`config.mk`:
```
export PLATFORM = sky130hd
export DESIGN_NAME = char_lcd_text_cursor_writer
export DESIGN_NICKNAME = d
export VERILOG_FILES = /design/src/sv/cltw_pkg.sv /design/src/sv/cltw_cmd_unit.sv /design/src/sv/cltw_out_buf.sv /design/src/sv/char_lcd_text_cursor_writer.sv
export SDC_FILE = /design/constraint.sdc
export NUM_CORES = 1
export LEC_CHECK = 0
export ABC_AREA = 1
export BUFFER_PORTS_ARGS = -buffer_cell sky130_fd_sc_hd__buf_2
export CAP_MARGIN = 20
export CORE_UTILIZATION = 40
export CTS_CLUSTER_SIZE = 40
export DETAILED_ROUTE_END_ITERATION = 10
export SYNTH_ARGS = -nofsm -noshare
export SYNTH_HDL_FRONTEND = slang
export SYNTH_HIERARCHICAL = 1
export SYNTH_SLANG_ARGS = --single-unit
```
`constraint.sdc`:
```
create_clock -name aclk -period 3.3 [get_ports aclk]
set_clock_uncertainty 0.15 [all_clocks]
set_input_delay 0.66 -clock aclk [delete_from_list [all_inputs] [get_ports aclk]]
set_output_delay 0.66 -clock aclk [all_outputs]
set_load 0.01 [all_outputs]
```
`src/sv/cltw_pkg.sv`:
```
// ----------------------------------------------------------------------------
// cltw_pkg
// Shared types and constants for the character LCD text and cursor writer.
// ----------------------------------------------------------------------------
package cltw_pkg;

    typedef enum logic [1:0] {
        OP_PUT_CHAR    = 2'd0,
        OP_SET_ADDR    = 2'd1,
        OP_SET_ROW_COL = 2'd2,
        OP_CLEAR       = 2'd3
    } op_t;

    localparam logic [1:0] CFG_ROW0_BASE = 2'd0;
    localparam logic [1:0] CFG_ROW1_BASE = 2'd1;
    localparam logic [1:0] CFG_ROW2_BASE = 2'd2;
    localparam logic [1:0] CFG_ROW3_BASE = 2'd3;

    localparam logic [6:0] ROW0_BASE_RST = 7'd0;
    localparam logic [6:0] ROW1_BASE_RST = 7'd64;
    localparam logic [6:0] ROW2_BASE_RST = 7'd16;
    localparam logic [6:0] ROW3_BASE_RST = 7'd80;

    localparam logic [7:0] SET_ADDR_CMD = 8'h80;
    localparam logic [7:0] CLEAR_CMD    = 8'h01;
    localparam logic [6:0] SEG_MASK     = 7'h70;
    localparam logic [3:0] LAST_COLUMN  = 4'd15;

    // one LCD bus write
    typedef struct packed {
        logic       is_data;
        logic [7:0] bus_byte;
        logic       last;
    } bus_write_t;

    // writes caused by one command; second is valid only when two is set
    typedef struct packed {
        logic       two;
        bus_write_t first;
        bus_write_t second;
    } cmd_result_t;

endpackage

```
`src/sv/cltw_cmd_unit.sv`:
```
// ----------------------------------------------------------------------------
// cltw_cmd_unit
// Row base registers, cursor register and command decode into bus writes.
// ----------------------------------------------------------------------------
module cltw_cmd_unit
    import cltw_pkg::*;
(
    input  logic        aclk,
    input  logic        aresetn,
    input  logic        cfg_wr_en,
    input  logic [1:0]  cfg_index,
    input  logic [6:0]  cfg_wr_data,
    input  logic        advance,
    input  op_t         operation,
    input  logic [7:0]  char_code,
    input  logic [6:0]  target_address,
    input  logic [1:0]  row,
    input  logic [3:0]  column,
    output cmd_result_t result,
    output logic [6:0]  cursor
);

    logic [6:0] row_base_reg [4];
    logic [6:0] cursor_reg;
    logic [6:0] cursor_next;
    logic [6:0] seg;
    logic [6:0] wrap_addr;
    logic [6:0] rc_addr;

    always_ff @(posedge aclk) begin
        if (!aresetn) begin
            row_base_reg[0] <= ROW0_BASE_RST;
            row_base_reg[1] <= ROW1_BASE_RST;
            row_base_reg[2] <= ROW2_BASE_RST;
            row_base_reg[3] <= ROW3_BASE_RST;
        end else if (cfg_wr_en) begin
            unique case (cfg_index)
                CFG_ROW0_BASE: row_base_reg[0] <= cfg_wr_data;
                CFG_ROW1_BASE: row_base_reg[1] <= cfg_wr_data;
                CFG_ROW2_BASE: row_base_reg[2] <= cfg_wr_data;
                CFG_ROW3_BASE: row_base_reg[3] <= cfg_wr_data;
                default:       ;
            endcase
        end
    end

    always_ff @(posedge aclk) begin
        if (!aresetn) begin
            cursor_reg <= 7'd0;
        end else if (advance) begin
            cursor_reg <= cursor_next;
        end
    end

    // first matching row base wins; unmatched segment falls back to its own start
    always_comb begin
        seg = cursor_reg & SEG_MASK;
        if (seg == row_base_reg[0]) begin
            wrap_addr = row_base_reg[1];
        end else if (seg == row_base_reg[1]) begin
            wrap_addr = row_base_reg[2];
        end else if (seg == row_base_reg[2]) begin
            wrap_addr = row_base_reg[3];
        end else if (seg == row_base_reg[3]) begin
            wrap_addr = row_base_reg[0];
        end else begin
            wrap_addr = seg;
        end
    end

    assign rc_addr = row_base_reg[row] + {3'd0, column};

    always_comb begin
        result.two              = 1'b0;
        result.first.is_data    = 1'b0;
        result.first.bus_byte   = CLEAR_CMD;
        result.first.last       = 1'b1;
        result.second.is_data   = 1'b0;
        result.second.bus_byte  = SET_ADDR_CMD | {1'b0, wrap_addr};
        result.second.last      = 1'b1;
        cursor_next             = 7'd0;
        unique case (operation)
            OP_PUT_CHAR: begin
                result.first.is_data  = 1'b1;
                result.first.bus_byte = char_code;
                if (cursor_reg[3:0] == LAST_COLUMN) begin
                    result.two        = 1'b1;
                    result.first.last = 1'b0;
                    cursor_next       = wrap_addr;
                end else begin
                    cursor_next = cursor_reg + 7'd1;
                end
            end
            OP_SET_ADDR: begin
                result.first.bus_byte = SET_ADDR_CMD | {1'b0, target_address};
                cursor_next           = target_address;
            end
            OP_SET_ROW_COL: begin
                result.first.bus_byte = SET_ADDR_CMD | {1'b0, rc_addr};
                cursor_next           = rc_addr;
            end
            OP_CLEAR: begin
                result.first.bus_byte = CLEAR_CMD;
                cursor_next           = 7'd0;
            end
            default: ;
        endcase
    end

    assign cursor = cursor_reg;

endmodule

```
`src/sv/cltw_out_buf.sv`:
```
// ----------------------------------------------------------------------------
// cltw_out_buf
// Two-entry result buffer; takes one or two bus writes at once, drains one
// per transfer.
// ----------------------------------------------------------------------------
module cltw_out_buf
    import cltw_pkg::*;
(
    input  logic        aclk,
    input  logic        aresetn,
    input  logic        push_valid,
    input  cmd_result_t push_data,
    output logic        push_ready,
    output logic        m_valid,
    input  logic        m_ready,
    output bus_write_t  m_data
);

    bus_write_t entry0_reg, entry0_next;
    bus_write_t entry1_reg, entry1_next;
    logic [1:0] count_reg, count_next;
    logic       pop;
    logic       push;
    logic [1:0] remain;
    bus_write_t kept;

    assign pop    = (count_reg != 2'd0) && m_ready;
    assign remain = count_reg - {1'b0, pop};
    assign kept   = pop ? entry1_reg : entry0_reg;

    assign push_ready = push_data.two ? (remain == 2'd0) : (remain <= 2'd1);
    assign push       = push_valid && push_ready;

    always_comb begin
        entry0_next = kept;
        entry1_next = entry1_reg;
        count_next  = remain;
        if (push) begin
            if (remain == 2'd0) begin
                entry0_next = push_data.first;
                entry1_next = push_data.second;
            end else begin
                entry1_next = push_data.first;
            end
            count_next = remain + (push_data.two ? 2'd2 : 2'd1);
        end
    end

    always_ff @(posedge aclk) begin
        if (!aresetn) begin
            count_reg <= 2'd0;
        end else begin
            count_reg <= count_next;
        end
    end

    always_ff @(posedge aclk) begin
        entry0_reg <= entry0_next;
        entry1_reg <= entry1_next;
    end

    assign m_valid = (count_reg != 2'd0);
    assign m_data  = entry0_reg;

endmodule

```
`src/sv/char_lcd_text_cursor_writer.sv`:
```
// ----------------------------------------------------------------------------
// char_lcd_text_cursor_writer
// Turns text and cursor commands into character LCD instruction/data writes.
// ----------------------------------------------------------------------------
// Path: input register, then the output buffer register, to the bus write.
// Throughput: one command per cycle while m_ready keeps the buffer draining;
//   a character at a row end waits until the two-entry output buffer, draining one write per cycle, is empty.
// Reset: synchronous, active low; cursor to 0, row bases to 0/64/16/80,
//   input register and output buffer emptied.
module char_lcd_text_cursor_writer
    import cltw_pkg::*;
(
    input  logic       aclk,
    input  logic       aresetn,
    input  logic       cfg_wr_en,
    input  logic [1:0] cfg_index,
    input  logic [6:0] cfg_wr_data,
    input  logic       s_valid,
    output logic       s_ready,
    input  logic [1:0] s_operation,
    input  logic [7:0] s_char_code,
    input  logic [6:0] s_target_address,
    input  logic [1:0] s_row,
    input  logic [3:0] s_column,
    output logic       m_valid,
    input  logic       m_ready,
    output logic       m_is_data,
    output logic [7:0] m_bus_byte,
    output logic       m_last
);

    logic        in_valid_reg;
    op_t         op_reg;
    logic [7:0]  char_reg;
    logic [6:0]  target_reg;
    logic [1:0]  row_reg;
    logic [3:0]  column_reg;
    logic        advance;
    logic        buf_ready;
    cmd_result_t cmd_res;
    bus_write_t  out_write;
    logic [6:0]  cursor;

    assign advance = in_valid_reg && buf_ready;
    assign s_ready = !in_valid_reg || advance;

    always_ff @(posedge aclk) begin
        if (!aresetn) begin
            in_valid_reg <= 1'b0;
        end else if (s_ready) begin
            in_valid_reg <= s_valid;
        end
    end

    always_ff @(posedge aclk) begin
        if (s_valid && s_ready) begin
            op_reg     <= op_t'(s_operation);
            char_reg   <= s_char_code;
            target_reg <= s_target_address;
            row_reg    <= s_row;
            column_reg <= s_column;
        end
    end

    cltw_cmd_unit u_cmd (
        .aclk           (aclk),
        .aresetn        (aresetn),
        .cfg_wr_en      (cfg_wr_en),
        .cfg_index      (cfg_index),
        .cfg_wr_data    (cfg_wr_data),
        .advance        (advance),
        .operation      (op_reg),
        .char_code      (char_reg),
        .target_address (target_reg),
        .row            (row_reg),
        .column         (column_reg),
        .result         (cmd_res),
        .cursor         (cursor)
    );

    cltw_out_buf u_out (
        .aclk       (aclk),
        .aresetn    (aresetn),
        .push_valid (in_valid_reg),
        .push_data  (cmd_res),
        .push_ready (buf_ready),
        .m_valid    (m_valid),
        .m_ready    (m_ready),
        .m_data     (out_write)
    );

    assign m_is_data  = out_write.is_data;
    assign m_bus_byte = out_write.bus_byte;
    assign m_last     = out_write.last;

`ifndef SYNTHESIS
    // only the data write of a row-end character is followed by another write
    a_nonlast_is_data: assert property (@(posedge aclk) disable iff (!aresetn)
        (m_valid && !m_last) |-> m_is_data)
        else $error("non-final bus write is not a data write");

    a_clear_zeroes_cursor: assert property (@(posedge aclk) disable iff (!aresetn)
        (advance && op_reg == OP_CLEAR) |=> (cursor == 7'd0))
        else $error("cursor not zero after clear");

    a_two_writes_pending: assert property (@(posedge aclk) disable iff (!aresetn)
        (advance && cmd_res.two) |=> (m_valid && !m_last))
        else $error("row-end character did not present its data write first");
`endif

endmodule

```
==> metrics.txt, run 1 <==
status finished clean; Gate Count Post-Synth 604; P_sw 1.319 mW; max FFs per register 28; largest net degree at the start of global routing 24; RSZ-0062 raised after global routing false; Post-DP HPWL 8345 µm; maximum VDD drop 0.4829 mV; met3 Usage GRT 3.787%; port buffer count 48; clock sinks 81; first-pass GRT wire length 17570 µm; Clk pwr share 26.6%; CP endpoint kind register; Crit. Startpoint row_reg[0]; R2R cell count 15; nets 704; PnR Total Power 3.640 mW; vias 3897; Avg Inst Size Synth 7.810 µm²; Ys Warns 6; fmax 330.7 MHz; setup violators final 0; grt ovf 0; synthesis-to-layout area growth 13.74%; worst hold-check path type in -> reg; synthesized flop and latch total 81; Static Leakage 2.542 nW; commonest cells after routing, fill and taps aside nand2_1, inv_1, edfxtp_1, nor2_1, buf_2; Post-CTS Setup Bufs 0; drt via density 4.853; DR pass1 iterations 7; min cycle time layout 3.024 ns; Cell variety after synth 42; Hold EP target_reg[6]; post-DR wirelength/cell 13.38 µm; die span in x 110.6 µm; DRC violations left 0; num rows 39; share of cells above drive strength 1 19.70%; CTS buffer count 9; clock root buffer clkbuf_16; combinational fraction of design power 33.8%; GRT met2 Usage 31.68%; critical path class reg -> reg; initial antenna violation count 0; Ports 49; gr busiest metal met2; pwr dens 678.5 nW/µm²; DP Cell Count 787; design area 5365 µm²; initial drt markers 189; number of synthesized flops with an enable pin 61; Skew-Pair Late Insertion Delay 0.34 ns; Ant. Diodes 0; GR Layer Usage met1 22.19%; Final Max Slew Viols 0; vias in the first global route 3687; Non-Filler Instances 803; share of total power in sequential cells 39.6%; Clock Path Buffers 2; CTS tree yes; worst r2r dst u_out/entry1_reg[5]; Worst Hold Depth 1; Internal 2.321 mW; hold_buf cts 0; Post-CTS Resized 0; FF-to-FF setup slack 0.28 ns; clk slew on worst S/H paths 0.06 ns; Max Cap Viol 0; post-place instance area 5076 µm²; Setup Total Neg Slack 0 ns; Max FO, Critical Path 12; Initial Utilization 41.13%; Most used DFF post-synth edfxtp_1; hold path start s_target_address[6]; Seq/Total Area, Yosys 47.32%; DRT antenna net count 0; fin crit share 91.63%; Die Ht 110.6 µm; CP required 3.24 ns; crit start category register; htree depth 3; gr usage total 18.30%; Net Sw Frac 36.22%; commonest non-fill, non-tap cell in the layout nand2_1; Hold Fails Final Rpt 0; final WL 10740 µm; core footprint 11470 µm²; ys async rst share 0%; Worst Path Arrival 2.97 ns; worst r2r src row_reg[0]; die area 12230 µm²; Placer Congestion 0.8499; Synth Cell Area 4717 µm²
## worst max path at each step
stage,to,slack (ns),cells past startpoint
3_5_place_dp,u_out/entry1_reg[5],0.30,15
4_1_cts,u_out/entry1_reg[5],0.29,15
6_report,u_out/entry1_reg[5],0.28,15
5_1_grt,u_out/entry1_reg[5],0.05,15
2_1_floorplan,char_reg[0],0.03,8
3_3_place_gp,u_out/entry1_reg[5],0.42,15
## critical path, cell delays in order, from the launching register on
cell,delay [ns]
edfxtp_1,0.49
buf_4,0.22
nor2_1,0.11
inv_1,0.04
a32oi_1,0.23
inv_1,0.09
fa_1,0.44
nor2_1,0.13
nor2_1,0.06
nor2_1,0.19
nor2_1,0.06
nand2_1,0.05
o21ai_1,0.11
mux2_2,0.29
nand2_1,0.07
nand2_1,0.05
## power groups by stage
stage	combinational, mW	clock [mW]	sequential, mW
floorplan	0.989	0	1.46
global placement	1.19	0	1.46
detailed placement	1.22	0	1.46
CTS	1.23	0.998	1.44
global route	1.39	1.04	1.46
finish	1.23	0.968	1.44
## stage by stage
stage | setup WS [ns] | util (%) | hold WS (ns)
4_1_cts | 0.2857 | 46.79 | 0.3310
3_3_place_gp | 0.4155 | 44.27 | 0.3581
5_1_grt | 0.05190 | 46.79 | 0.3317
6_report | 0.2761 | 46.79 | 0.3475
2_1_floorplan | 0.02820 | - | 0.3430
3_5_place_dp | 0.3023 | 44.27 | 0.3658
## cell type report
type,count,area (µm²)
clock buffer,11,232.7
clock inverter,5,56.30
fill,1121,6102
inverter,85,326.6
multi-input combinational,426,2068
sequential,81,2232
tap,143,178.9
timing repair buffer,52,270.3
## synthesized netlist by cell type (3+ instances only)
cell | count | share of area [%]
inv_1 | 69 | 5.5
nand3_1 | 29 | 3.1
ha_1 | 11 | 2.9
o21ai_0 | 18 | 1.9
a21oi_2 | 7 | 1.3
nor2_4 | 6 | 1.4
o22ai_1 | 3 | 0.40
nand2_4 | 3 | 0.72
edfxtp_1 | 61 | 39
dfxtp_1 | 20 | 8.5
inv_2 | 12 | 0.95
buf_4 | 5 | 0.80
nand2_1 | 213 | 17
nor2_1 | 61 | 4.9
a21oi_1 | 13 | 1.4
o211ai_1 | 3 | 0.48
nor3_1 | 3 | 0.32
o21ai_1 | 6 | 0.64
buf_2 | 3 | 0.32
nand2_2 | 28 | 3.7
## per-layer routing
| metal | up-vias | wire length [µm] |
|---|---|---|
| met5 | - | 0 |
| met4 | 0 | 138 |
| met3 | 16 | 554 |
| met2 | 112 | 5250 |
| met1 | 1753 | 4799 |
| li1 | 2016 | - |
## cell families after synthesis
group	count (synthesis)	synth area share, %
AO/OA/AOI/OAI	59	7.613
XOR/XNOR	2	0.3714
adder cells (fa/ha/maj)	12	3.342
buffers and inverters	98	8.992
flip-flops	81	47.32
multiplexers	2	0.4774
other	2	0.1592
AND/OR/NAND/NOR	348	31.72
Note: power is estimated with default switching activity, not from simulation.
==> run 2: changes to the inputs <==
clock period = 3 ns   (was 3.3 ns; I/O delays follow)
==> metrics.txt, run 2 (same netlist as run 1, synthesis figures left out) <==
DR pass1 iterations 5 (was 7); RSZ-0062 raised after global routing false (unchanged); Initial Utilization 41.13% (unchanged); CP max-delay cell ha_1 (was edfxtp_1); grt ovf 0 (unchanged); Post-Place Setup Slack 0.03251 ns (was 0.3023 ns); Post-DP HPWL 8468 µm (was 8345 µm); design area 5473 µm² (was 5365 µm²); gr usage total 18.95% (was 18.30%); final WL 10820 µm (was 10740 µm); core footprint 11470 µm² (unchanged); Crit path largest cell delay 0.37 ns (was 0.49 ns); Die Ht 110.6 µm (unchanged); post-DR wirelength/cell 13.34 µm (was 13.38 µm); clk slew on worst S/H paths 0.06 ns (about the same); CTS buffer count 9 (unchanged); DP Cell Count 789 (was 787); commonest non-fill, non-tap cell in the layout nand2_1 (unchanged); clock root buffer clkbuf_16 (unchanged); crit start category register (unchanged); Max FO, Critical Path 11 (was 12); worst hold-check path type in -> reg (unchanged); die span in x 110.6 µm (unchanged); Setup Total Neg Slack 0 ns (unchanged); clock sinks 81 (unchanged); Clock Path Buffers 2 (unchanged); fmax 354.7 MHz; Ports 49 (unchanged); CP required 2.25 ns (was 3.24 ns); post-route core utilization 47.73% (was 46.79%); PnR Total Power 4.114 mW (was 3.640 mW); vias 3953 (was 3897); CTS tree yes (unchanged); status finished clean (unchanged); drt via density 4.874 (was 4.853); setup violators final 0 (unchanged); Non-Filler Instances 811 (was 803); initial drt markers 222 (was 189); die area 12230 µm² (unchanged); initial antenna violation count 0 (unchanged); Fillers 1097 (was 1121); Hold Fails Final Rpt 0 (unchanged); synthesis-to-layout area growth 16.02% (was 13.74%); CP endpoint kind primary output (was register); DRC violations left 0 (unchanged); first-pass GRT wire length 18460 µm (was 17570 µm); Static Leakage 2.586 nW (was 2.542 nW); delay-heaviest family, CP buffers and inverters (was simple AND/OR/NAND/NOR gates); pwr dens 751.8 nW/µm² (was 678.5 nW/µm²); commonest cells after routing, fill and taps aside nand2_1, inv_1, edfxtp_1 (was nand2_1, inv_1, edfxtp_1, nor2_1, buf_2); Placer Congestion 0.8598 (was 0.8499); htree depth 3 (unchanged); maximum VDD drop 0.5769 mV (was 0.4829 mV); PnR worst setup slack 0.1811 ns (was 0.2761 ns); vias in the first global route 3862 (was 3687); nets 712 (was 704); port buffer count 48 (unchanged); Worst Path Arrival 2.07 ns (was 2.97 ns); num rows 39 (unchanged); min cycle time layout 2.819 ns; hold slack 0.2893 ns (was 0.3475 ns); Max Cap Viol 0 (unchanged); post-place instance area 5104 µm² (was 5076 µm²); hold_buf cts 0 (unchanged); fin crit share 93.96%; CP bufs+invs 5 (was 3); max FFs per register 28 (unchanged); largest net degree at the start of global routing 24 (unchanged); share of cells above drive strength 1 21.11% (was 19.70%); DRT antenna net count 0 (unchanged); Skew-Pair Late Insertion Delay 0.33 ns (was 0.34 ns); Ant. Diodes 0 (unchanged); crit-path most repeated cell nand2_2 (was nor2_1); critical path class reg -> out (was reg -> reg); Final Max Slew Viols 0 (unchanged); worst path cell trace inv_2 > nand2_2 > nand2_2 > inv_6 > ha_1 > inv_1 > a21oi_1 > inv_1 > nand2_2 > buf_2 (was buf_4 > nor2_1 > inv_1 > a32oi_1 > inv_1 > fa_1 > nor2_1 > nor2_1 > nor2_1 > nor2_1 > nand2_1 > o21ai_1 > mux2_2 > nand2_1 > nand2_1)
run 2: layout make-up:
class	count	area (µm²)	share of cell area (%)
sequential	81	2232	40.79
inverter	85	331.6	6.059
timing repair buffer	60	342.8	6.264
clock buffer	10	229.0	4.184
clock inverter	6	82.58	1.509
multi-input combinational	426	2076	37.93
tap	143	178.9	3.269
run 2: final timing paths:
check,start,to,slack (ns),cells after the start
hold reg to reg,u_out/entry1_reg[0],u_out/m_data[0],0.37,4
setup reg to reg,row_reg[0],u_out/entry1_reg[5],0.21,15
hold / removal,s_char_code[7],char_reg[7],0.29,1
setup / recovery,u_out/count_reg[1],s_ready,0.18,10
run 2: what timing repair did:
| action | CTS | global route |
|---|---|---|
| endpoints found under the setup margin | 0 | 7 |
| setup buffers | 0 | 6 |
| gates resized for setup | 0 | 6 |
run 2: power breakdown:
group	switching [mW]	internal, mW
registers	0.124	1.46
logic	0.910	0.476
clock network	0.422	0.723
total	1.46	2.66
run 2: worst register-to-register path, cell delays in order, from the launching register on:
cell and delay, ns:
edfxtp_1 0.46, inv_2 0.14, o21ai_0 0.10, o22ai_1 0.17, ha_2 0.21, inv_1 0.05, fa_2 0.34, nor2_1 0.11
nor2_1 0.07, nor2_2 0.14, nor2_1 0.06, nand2_1 0.05, o21ai_1 0.10, mux2_2 0.29, nand2_1 0.07, nand2_1 0.05
run 2: per-layer routing:
layer,wire (µm),global-route usage [%],vias up
li1,-,-,2025
met1,4916,23.54,1796
met2,5163,32.75,108
met3,504,4.007,24
met4,234,6.044,0
met5,0,0,-
